===== config.mk =====
export PLATFORM = sky130hd
export DESIGN_NAME = block_odd_even_sorter
export DESIGN_NICKNAME = d
export VERILOG_FILES = /design/src/design/bos_pkg.sv /design/src/design/bos_ctrl.sv /design/src/design/bos_datapath.sv /design/src/design/block_odd_even_sorter.sv
export SDC_FILE = /design/constraint.sdc
export NUM_CORES = 2
export LEC_CHECK = 0
export BUFFER_PORTS_ARGS = -buffer_cell sky130_fd_sc_hd__buf_2
export CORE_MARGIN = 4
export CORE_UTILIZATION = 63
export DETAILED_ROUTE_END_ITERATION = 10
export PLACE_DENSITY_LB_ADDON = 0.3
export SYNTH_ARGS = -nofsm -noshare
export SYNTH_HDL_FRONTEND = slang
export SYNTH_HIERARCHICAL = 1
export SYNTH_SLANG_ARGS = --single-unit
export TNS_END_PERCENT = 10

===== constraint.sdc =====
create_clock -name clk_i -period 6.1 [get_ports clk_i]
set_clock_uncertainty 0.2 [all_clocks]
set_input_delay 0.305 -clock clk_i [delete_from_list [all_inputs] [get_ports clk_i]]
set_output_delay 0.305 -clock clk_i [all_outputs]
set_load 0.03 [all_outputs]

===== src/design/bos_pkg.sv =====
// ----------------------------------------------------------------------------
// bos_pkg
// shared types, compare modes and key functions of the block sorter
// ----------------------------------------------------------------------------
`default_nettype none

package bos_pkg;

  // compare modes held in the data type register
  localparam logic [1:0] MODE_FP32 = 2'd0;
  localparam logic [1:0] MODE_S32  = 2'd1;
  localparam logic [1:0] MODE_U8   = 2'd2;
  localparam logic [1:0] MODE_S8   = 2'd3;

  // controller state, one-hot
  typedef enum logic [4:0] {
    ST_LOAD      = 5'b00001,
    ST_SORT      = 5'b00010,
    ST_EMIT_RD   = 5'b00100,
    ST_EMIT_LD   = 5'b01000,
    ST_EMIT_WAIT = 5'b10000
  } bos_state_e;

  // commands from controller to datapath
  typedef struct packed {
    logic ld_we;         // write incoming element
    logic ld_odd;        // incoming element goes to the odd bank
    logic cx_rd;         // read a compare-exchange pair
    logic cx_odd_first;  // lower element of the pair sits in the odd bank
    logic em_rd;         // read an element for output
    logic em_odd;        // output element sits in the odd bank
    logic em_load;       // load output register from read data
    logic em_last;       // output element is the last of the block
  } bos_cmd_t;

  // order-preserving unsigned key for the selected mode
  function automatic logic [31:0] sort_key(input logic [31:0] raw, input logic [1:0] mode);
    logic [31:0] key;
    case (mode)
      MODE_FP32: key = raw[31] ? ~raw : {1'b1, raw[30:0]};
      MODE_S32:  key = {~raw[31], raw[30:0]};
      MODE_U8:   key = {24'd0, raw[7:0]};
      default:   key = {24'd0, ~raw[7], raw[6:0]};
    endcase
    return key;
  endfunction

  // element bits as delivered: byte modes keep the low byte only
  function automatic logic [31:0] element_bits(input logic [31:0] raw,
                                               input logic [1:0] mode);
    logic [31:0] bits;
    case (mode) inside
      MODE_U8, MODE_S8: bits = {24'd0, raw[7:0]};
      default:          bits = raw;
    endcase
    return bits;
  endfunction

endpackage

`default_nettype wire


===== src/design/bos_ctrl.sv =====
// ----------------------------------------------------------------------------
// bos_ctrl
// sequencer for load, odd-even transposition phases and output of a block
// ----------------------------------------------------------------------------
`default_nettype none

module bos_ctrl #(
  parameter int BLOCK_SIZE = 64
) (
  input  wire logic                clk_i,
  input  wire logic                rst_ni,
  input  wire logic                in_valid_i,
  output logic                     in_stall_o,
  input  wire logic                last_i,
  output logic                     out_valid_o,
  input  wire logic                out_stall_i,
  output bos_pkg::bos_cmd_t        cmd_o,
  output logic [((BLOCK_SIZE+1)/2 > 1 ? $clog2((BLOCK_SIZE+1)/2) : 1)-1:0] row_even_o,
  output logic [((BLOCK_SIZE+1)/2 > 1 ? $clog2((BLOCK_SIZE+1)/2) : 1)-1:0] row_odd_o
);
  import bos_pkg::*;

  localparam int HALF = (BLOCK_SIZE + 1) / 2;
  localparam int BW   = (HALF > 1) ? $clog2(HALF) : 1;
  localparam int CW   = $clog2(BLOCK_SIZE + 1);

  bos_state_e    state_q, state_d;
  logic [CW-1:0] fill_q, fill_d;
  logic [CW-1:0] phase_q, phase_d;
  logic [CW-1:0] pair_q, pair_d;
  logic [CW-1:0] emit_q, emit_d;
  logic [CW:0]   first_idx;
  logic          pair_ok;
  logic          in_acc;

  // lower element index of the current pair
  assign first_idx = {pair_q, phase_q[0]};
  assign pair_ok   = (first_idx + (CW+1)'(1)) < {1'b0, fill_q};

  assign in_stall_o  = (state_q != ST_LOAD);
  assign out_valid_o = (state_q == ST_EMIT_WAIT);
  assign in_acc      = in_valid_i && (state_q == ST_LOAD);

  always_comb begin
    state_d    = state_q;
    fill_d     = fill_q;
    phase_d    = phase_q;
    pair_d     = pair_q;
    emit_d     = emit_q;
    cmd_o      = '0;
    row_even_o = BW'(fill_q >> 1);
    row_odd_o  = BW'(fill_q >> 1);
    unique case (state_q)
      ST_LOAD: begin
        cmd_o.ld_odd = fill_q[0];
        if (in_acc) begin
          cmd_o.ld_we = 1'b1;
          fill_d      = fill_q + CW'(1);
          if (last_i || (fill_q + CW'(1) == CW'(BLOCK_SIZE))) begin
            state_d = ST_SORT;
            phase_d = '0;
            pair_d  = '0;
          end
        end
      end
      ST_SORT: begin
        row_odd_o          = BW'(pair_q);
        row_even_o         = phase_q[0] ? BW'(pair_q + CW'(1)) : BW'(pair_q);
        cmd_o.cx_odd_first = phase_q[0];
        if (pair_ok) begin
          cmd_o.cx_rd = 1'b1;
          pair_d      = pair_q + CW'(1);
        end else begin
          // bubble: last write of the phase lands before the next read
          pair_d = '0;
          if (phase_q == fill_q - CW'(1)) begin
            state_d = ST_EMIT_RD;
            emit_d  = '0;
          end else begin
            phase_d = phase_q + CW'(1);
          end
        end
      end
      ST_EMIT_RD: begin
        row_even_o  = BW'(emit_q >> 1);
        row_odd_o   = BW'(emit_q >> 1);
        cmd_o.em_rd = 1'b1;
        state_d     = ST_EMIT_LD;
      end
      ST_EMIT_LD: begin
        cmd_o.em_load = 1'b1;
        cmd_o.em_odd  = emit_q[0];
        cmd_o.em_last = (emit_q + CW'(1) == fill_q);
        state_d       = ST_EMIT_WAIT;
      end
      ST_EMIT_WAIT: begin
        if (!out_stall_i) begin
          if (emit_q + CW'(1) == fill_q) begin
            fill_d  = '0;
            state_d = ST_LOAD;
          end else begin
            emit_d  = emit_q + CW'(1);
            state_d = ST_EMIT_RD;
          end
        end
      end
      default: begin
        state_d = ST_LOAD;
        fill_d  = '0;
      end
    endcase
  end

  always_ff @(posedge clk_i or negedge rst_ni) begin
    if (!rst_ni) begin
      state_q <= ST_LOAD;
      fill_q  <= '0;
      phase_q <= '0;
      pair_q  <= '0;
      emit_q  <= '0;
    end else begin
      state_q <= state_d;
      fill_q  <= fill_d;
      phase_q <= phase_d;
      pair_q  <= pair_d;
      emit_q  <= emit_d;
    end
  end

endmodule

`default_nettype wire


===== src/design/bos_datapath.sv =====
// ----------------------------------------------------------------------------
// bos_datapath
// banked element store, compare-exchange unit and output register
// ----------------------------------------------------------------------------
`default_nettype none

module bos_datapath #(
  parameter int BLOCK_SIZE = 64
) (
  input  wire logic              clk_i,
  input  wire logic              rst_ni,
  input  wire logic              cfg_we_i,
  input  wire logic [1:0]        cfg_data_i,
  input  wire bos_pkg::bos_cmd_t cmd_i,
  input  wire logic [((BLOCK_SIZE+1)/2 > 1 ? $clog2((BLOCK_SIZE+1)/2) : 1)-1:0] row_even_i,
  input  wire logic [((BLOCK_SIZE+1)/2 > 1 ? $clog2((BLOCK_SIZE+1)/2) : 1)-1:0] row_odd_i,
  input  wire logic [31:0]       value_i,
  output logic [31:0]            sorted_value_o,
  output logic                   end_of_block_o
);
  import bos_pkg::*;

  localparam int HALF = (BLOCK_SIZE + 1) / 2;
  localparam int BW   = (HALF > 1) ? $clog2(HALF) : 1;

  // element k lives in bank k[0] at row k/2
  logic [31:0]   even_mem [HALF];
  logic [31:0]   odd_mem  [HALF];
  logic [31:0]   even_rd_q, odd_rd_q;
  logic [1:0]    data_type_q;
  logic          cx_vld_q;
  logic          odd_first_q;
  logic [BW-1:0] row_e_q, row_o_q;
  logic [31:0]   sorted_value_q;
  logic          eob_q;

  logic          rd_en;
  logic [31:0]   elem_a, elem_b, elem_lo, elem_hi;
  logic          swap;
  logic          even_we, odd_we;
  logic [BW-1:0] even_wa, odd_wa;
  logic [31:0]   even_wd, odd_wd;

  assign rd_en = cmd_i.cx_rd | cmd_i.em_rd;

  // pair order: a is the lower index
  assign elem_a  = odd_first_q ? odd_rd_q : even_rd_q;
  assign elem_b  = odd_first_q ? even_rd_q : odd_rd_q;
  assign swap    = sort_key(elem_a, data_type_q) > sort_key(elem_b, data_type_q);
  assign elem_lo = swap ? elem_b : elem_a;
  assign elem_hi = swap ? elem_a : elem_b;

  always_comb begin
    even_we = cx_vld_q | (cmd_i.ld_we & ~cmd_i.ld_odd);
    odd_we  = cx_vld_q | (cmd_i.ld_we &  cmd_i.ld_odd);
    even_wa = cx_vld_q ? row_e_q : row_even_i;
    odd_wa  = cx_vld_q ? row_o_q : row_odd_i;
    even_wd = value_i;
    odd_wd  = value_i;
    if (cx_vld_q) begin
      even_wd = odd_first_q ? elem_hi : elem_lo;
      odd_wd  = odd_first_q ? elem_lo : elem_hi;
    end
  end

  always_ff @(posedge clk_i) begin
    if (even_we) begin
      even_mem[even_wa] <= even_wd;
    end
    if (rd_en) begin
      even_rd_q <= even_mem[row_even_i];
    end
  end

  always_ff @(posedge clk_i) begin
    if (odd_we) begin
      odd_mem[odd_wa] <= odd_wd;
    end
    if (rd_en) begin
      odd_rd_q <= odd_mem[row_odd_i];
    end
  end

  always_ff @(posedge clk_i or negedge rst_ni) begin
    if (!rst_ni) begin
      data_type_q <= MODE_FP32;
      cx_vld_q    <= 1'b0;
    end else begin
      if (cfg_we_i) begin
        data_type_q <= cfg_data_i;
      end
      cx_vld_q <= cmd_i.cx_rd;
    end
  end

  // pair bookkeeping for the write-back stage
  always_ff @(posedge clk_i) begin
    if (cmd_i.cx_rd) begin
      odd_first_q <= cmd_i.cx_odd_first;
      row_e_q     <= row_even_i;
      row_o_q     <= row_odd_i;
    end
  end

  always_ff @(posedge clk_i) begin
    if (cmd_i.em_load) begin
      sorted_value_q <= element_bits(cmd_i.em_odd ? odd_rd_q : even_rd_q, data_type_q);
      eob_q          <= cmd_i.em_last;
    end
  end

  assign sorted_value_o = sorted_value_q;
  assign end_of_block_o = eob_q;

endmodule

`default_nettype wire


===== src/design/block_odd_even_sorter.sv =====
// ----------------------------------------------------------------------------
// block_odd_even_sorter
// buffers a block of elements and delivers it in ascending order
// ----------------------------------------------------------------------------
// usage
//   input channel: value_i/last_i, one element per transaction; last_i ends
//   the block, and a block also ends when BLOCK_SIZE elements are buffered
//   output channel: sorted_value_o/end_of_block_o, one transaction per
//   buffered element, ascending, end_of_block_o set on the greatest
//   cfg_we_i/cfg_data_i write the compare mode (fp32, s32, u8, s8)
// sequence for a block of n elements
//   load: in_stall_o low only while loading
//   sort: n odd-even phases, each a pass over its pairs one at a time and a
//   drain bubble, a pace set by the single write port of each bank
//   output: bank read, output load and transaction for each element in turn
// reset clears the controller and mode (fp32); the element banks are not cleared
// stall: a stalled output transaction holds its payload; the controller waits
// ----------------------------------------------------------------------------
`default_nettype none

module block_odd_even_sorter #(
  parameter int BLOCK_SIZE = 64
) (
  input  wire logic        clk_i,
  input  wire logic        rst_ni,
  // configuration write
  input  wire logic        cfg_we_i,
  input  wire logic [1:0]  cfg_data_i,
  // element input
  input  wire logic        in_valid_i,
  output logic             in_stall_o,
  input  wire logic [31:0] value_i,
  input  wire logic        last_i,
  // sorted output
  output logic             out_valid_o,
  input  wire logic        out_stall_i,
  output logic [31:0]      sorted_value_o,
  output logic             end_of_block_o
);
  import bos_pkg::*;

  // two banks of half the block size, rounded up, one for even and one for odd indexes
  localparam int HALF = (BLOCK_SIZE + 1) / 2;
  localparam int BW   = (HALF > 1) ? $clog2(HALF) : 1;

  bos_cmd_t      cmd;
  logic [BW-1:0] row_even;
  logic [BW-1:0] row_odd;

  // sequencer: load, phase and pair counters, output pacing
  bos_ctrl #(
    .BLOCK_SIZE(BLOCK_SIZE)
  ) u_ctrl (
    .clk_i      (clk_i),
    .rst_ni     (rst_ni),
    .in_valid_i (in_valid_i),
    .in_stall_o (in_stall_o),
    .last_i     (last_i),
    .out_valid_o(out_valid_o),
    .out_stall_i(out_stall_i),
    .cmd_o      (cmd),
    .row_even_o (row_even),
    .row_odd_o  (row_odd)
  );

  // storage, compare-exchange and output register
  bos_datapath #(
    .BLOCK_SIZE(BLOCK_SIZE)
  ) u_datapath (
    .clk_i         (clk_i),
    .rst_ni        (rst_ni),
    .cfg_we_i      (cfg_we_i),
    .cfg_data_i    (cfg_data_i),
    .cmd_i         (cmd),
    .row_even_i    (row_even),
    .row_odd_i     (row_odd),
    .value_i       (value_i),
    .sorted_value_o(sorted_value_o),
    .end_of_block_o(end_of_block_o)
  );

endmodule

`default_nettype wire

==> results by group <==
Worst setup path
  – CP Class: register to register
  – R2R setup slack: 400 ps
  – Buffers & Inverters on Critical Path: 2
  – Critical Path Sink: u_datapath/odd_mem[1][30]
  – Kind of end point of the critical path: register
  – Crit-path max FO: 49
  – Worst EP required: 6510 ps
  – CP max stage delay: 870 ps
  – Reg2reg path depth: 13
  – Critical Path, Cell by Cell: mux2i_1, nor2_4, xnor2_1, nand2b_1, ha_1, nand4_1, nor4_1, nor2b_1, o41a_2, buf_12, o21ai_0, a21oi_2, buf_4
  – R2r startpoint: u_datapath/odd_first_q
  – Top delay family on crit path: simple AND/OR/NAND/NOR gates
  – Reg-to-reg critical path endpoint: u_datapath/odd_mem[1][30]
  – Slowest CP cell: nor4_1
  – CP Depth: 13
  – Data arrival, critical path: 6110 ps
  – CP startpoint: u_datapath/odd_first_q
  – CP Launch Type: register

Route
  – DRT antenna net count: 0
  – Drt total wl: 241 mm
  – First drt pass iteration count: 7
  – Initial DRC count: 8,264
  – Vias: 47,000
  – Vias per cell: 7.32
  – WL per Instance: 37.5 um
  – DRC Markers: 0

Die
  – # IOs: 75
  – Core outline area: 138,000 um2
  – Die extent in x: 382 um
  – Die height: 382 um
  – Die area: 146,000 um2
  – Starting density of the core: 63.7%
  – Placement row count: 136

Pwr
  – Sequential Power Share: 47.2%
  – Pint: 28.0 mW
  – Comb pwr share: 20.8%
  – Leakage: 30.4 nW
  – Switching share of power: 26.3%
  – Max VDD drop: 0.000361 V
  – Total power: 38.0 mW
  – Clk pwr share: 32.0%
  – Net load switching power: 9.97 mW
  – PD cells: 383 nW/um2

Synth
  – Register area share after synthesis: 74.6%
  – Post-synth ARST share: 1.64%
  – Synth warn: 6
  – Syn Area/Cell: 21.3 um2
  – Adder-cell share of the synthesized area: 0.639%
  – Post-Synth Simple-Gate Area: 2.31%
  – Post-synthesis cell type count: 73
  – Number of flops mapped to enable cells by yosys: 2,156
  – Netlist Area Pre-Place: 88,000 um2
  – XOR/XNOR Fraction of Synth Area: 0.836%
  – Syn Nets: 4,228
  – Mux share of post-synthesis cell area: 18.1%
  – Prevailing post-synth register cell: edfxtp_1
  – Yosys reg bits: 2,192
  – Post-synthesis cell count: 4,143
  – Largest family of logic cells by synthesized area: multiplexers
  – Synth Area in Compound Gates: 2.25%

Clocking
  – CTS root buf: clkbuf_16
  – Setup bufs post-CTS: 0
  – Clk slew on worst S/H paths: 70 ps
  – # hold bufs at CTS: 10
  – Worst-Skew Late Latency: 840 ps
  – CTS Buffer Depth: 3
  – Clk sinks: 2,192
  – Number of buffers created by CTS: 202
  – Resized cells post-CTS: 0
  – TritonCTS clock tree: done
  – H-Tree Depth: 4

Placement
  – Pre-CTS WS: 732 ps
  – Port Buffers: 74
  – GPL Wtd Cong: 0.892
  – Number of instances in the placed design: 6,031
  – Hpwl dp: 124 mm

STA
  – RSZ-0062 raised after global routing: no
  – Final period util: 93.5%
  – Post-route setup TNS: 0 ps
  – Setup slack after layout: 396 ps
  – Fmax: 0.175 GHz
  – Relative slew slack: 23.2%
  – Slew @ Worst Pin: 1150 ps
  – # setup viols final: 0
  – Min Tclk post-route: 5700 ps
  – Final hold viol count: 0
  – Slew Limit Fails: 0

Finish
  – Non-filler instance count after layout: 6,419
  – Area Growth Syn to Fin: 12.5%
  – Share of cells above drive strength 1: 30.8%
  – Fill cells: 7,741
  – Nets: 4,467

Global routing
  – Vias in the first global route: 46,100
  – Initial antenna violation count: 4
  – Global-route wire length before repair: 341 mm
  – All-layer global routing usage: 33.4%
  – Largest net degree at the start of global routing: 159
  – GR Overflow Total: 0

Min path
  – Worst Hold Depth: 4
  – Worst hold-check path type: input port to register

Run
  – Max Cap Viol: 0

Run status
  – Status: complete, no violations
[Yosys cell counts, drive strengths merged (10+ instances only)]
cell type,instances,area (um2)
a21oi,87,435
a22o,10,87.6
a31oi,69,432
buf,111,621
clkbuf,130,490
dfrtp,35,876
edfxtp,2156,64700
ha,45,563
inv,16,60.1
mux2,48,544
mux2i,95,951
mux4,640,14400
nand2,164,618
nand2b,33,206
nand3,17,85.1
nand4,11,68.8
nor2,173,649
nor3,12,70.1
o21ai,101,505
o31ai,11,96.3
xnor2,46,403
xor2,38,333
[cells by family (layout without fill, tap and decap cells)]
| logic type | Yosys count | in the layout |
|---|---|---|
| AO/OA/AOI/OAI | 322 | 322 |
| XOR/XNOR | 84 | 84 |
| adder cells (fa/ha/maj) | 45 | 45 |
| buffers and inverters | 259 | 670 |
| flip-flops | 2192 | 2192 |
| multiplexers | 783 | 783 |
| other | 0 | 2 |
| AND/OR/NAND/NOR | 458 | 458 |
[layout by cell type, fill, tap and decap left out, types with 38 or more instances in the layout]
cell and n:
a21oi_2 64, nor2_1 107, xor2_1 38, clkbuf_1 39, nor2_4 66, buf_12 61, clkinv_2 45, nand2_1 157
clkinv_1 62, xnor2_1 46, clkbuf_16 211, mux2i_1 95, buf_4 132, edfxtp_1 2156, buf_2 74, mux4_2 640
ha_1 45, a31oi_1 69, mux2_2 47, o21ai_0 99
[how the worst min path moves through the flow]
| stage | from | to | slack, ps |
|---|---|---|---|
| finish | value_i[10] | u_datapath/even_mem[31][10] | 60 |
| global route | value_i[9] | u_datapath/even_mem[21][9] | 70 |
| CTS | value_i[9] | u_datapath/even_mem[17][9] | 2 |
| detailed placement | rst_ni | u_ctrl/fill_q[3] | 280 |
| global placement | rst_ni | u_ctrl/fill_q[6] | 290 |
| floorplan | rst_ni | u_ctrl/emit_q[0] | -190 |
[worst min-delay path, stage by stage]
cell and delay, ps:
buf_2 120, nor2_1 90, a21oi_2 100, buf_4 290
[cell type report]
| cell class | count | area (um2) | share of cell area (%) |
|---|---|---|---|
| Timing Repair Buffer | 276 | 2670 | 2.70 |
| Sequential cell | 2192 | 65600 | 66.3 |
| Inverter | 18 | 67.6 | 0.0682 |
| Antenna cell | 2 | 5.00 | 0.00505 |
| Clock inverter | 126 | 881 | 0.889 |
| Tap cell | 1863 | 2330 | 2.35 |
| Clock buffer | 250 | 5430 | 5.48 |
| Multi-Input combinational cell | 1692 | 22100 | 22.3 |
[per-stage QoR]
step | cell area (um2) | utilization (%) | hold WS (ps)
finish | 99100 | 71.7 | 59.1
CTS | 99100 | 71.7 | 2.04
floorplan | 88000 | - | -191
detailed placement | 92700 | 67.1 | 282
global placement | 92700 | 67.1 | 288
global route | 99100 | 71.7 | 73.9
[power by group through the flow]
stage               Clock (mW)  Combinational [mW]  Sequential [mW]
CTS                       12.2                7.89             17.9
finish                    12.1                7.90             17.9
detailed placement           0                7.75             18.2
global placement             0                7.60             18.2
floorplan                    0                5.84             18.1
global route              12.9                8.41             17.9
[layer usage]
metal  share of wire (%)  GRT usage [%]
met1                  35           48.8
met3                  15           9.35
met5                   0              0
met4                 4.9           13.4
met2                  45           49.0
[flip-flops by register name, indices dropped and copies added, names as in the netlist]
signal	cells
u_datapath/odd_mem	1024
u_ctrl/emit_q	7
u_datapath/odd_first_q	1
u_datapath/even_rd_q	32
u_datapath/row_o_q	5
u_datapath/even_mem	1024
u_datapath/row_e_q	5
u_datapath/odd_rd_q	32
u_ctrl/state_q	5
u_datapath/cx_vld_q	1
u_ctrl/pair_q	7
u_datapath/end_of_block_o	1
u_datapath/sorted_value_o	32
u_ctrl/fill_q	7
u_datapath/data_type_q	2
u_ctrl/phase_q	7
Power figures use the tool's default switching activity.
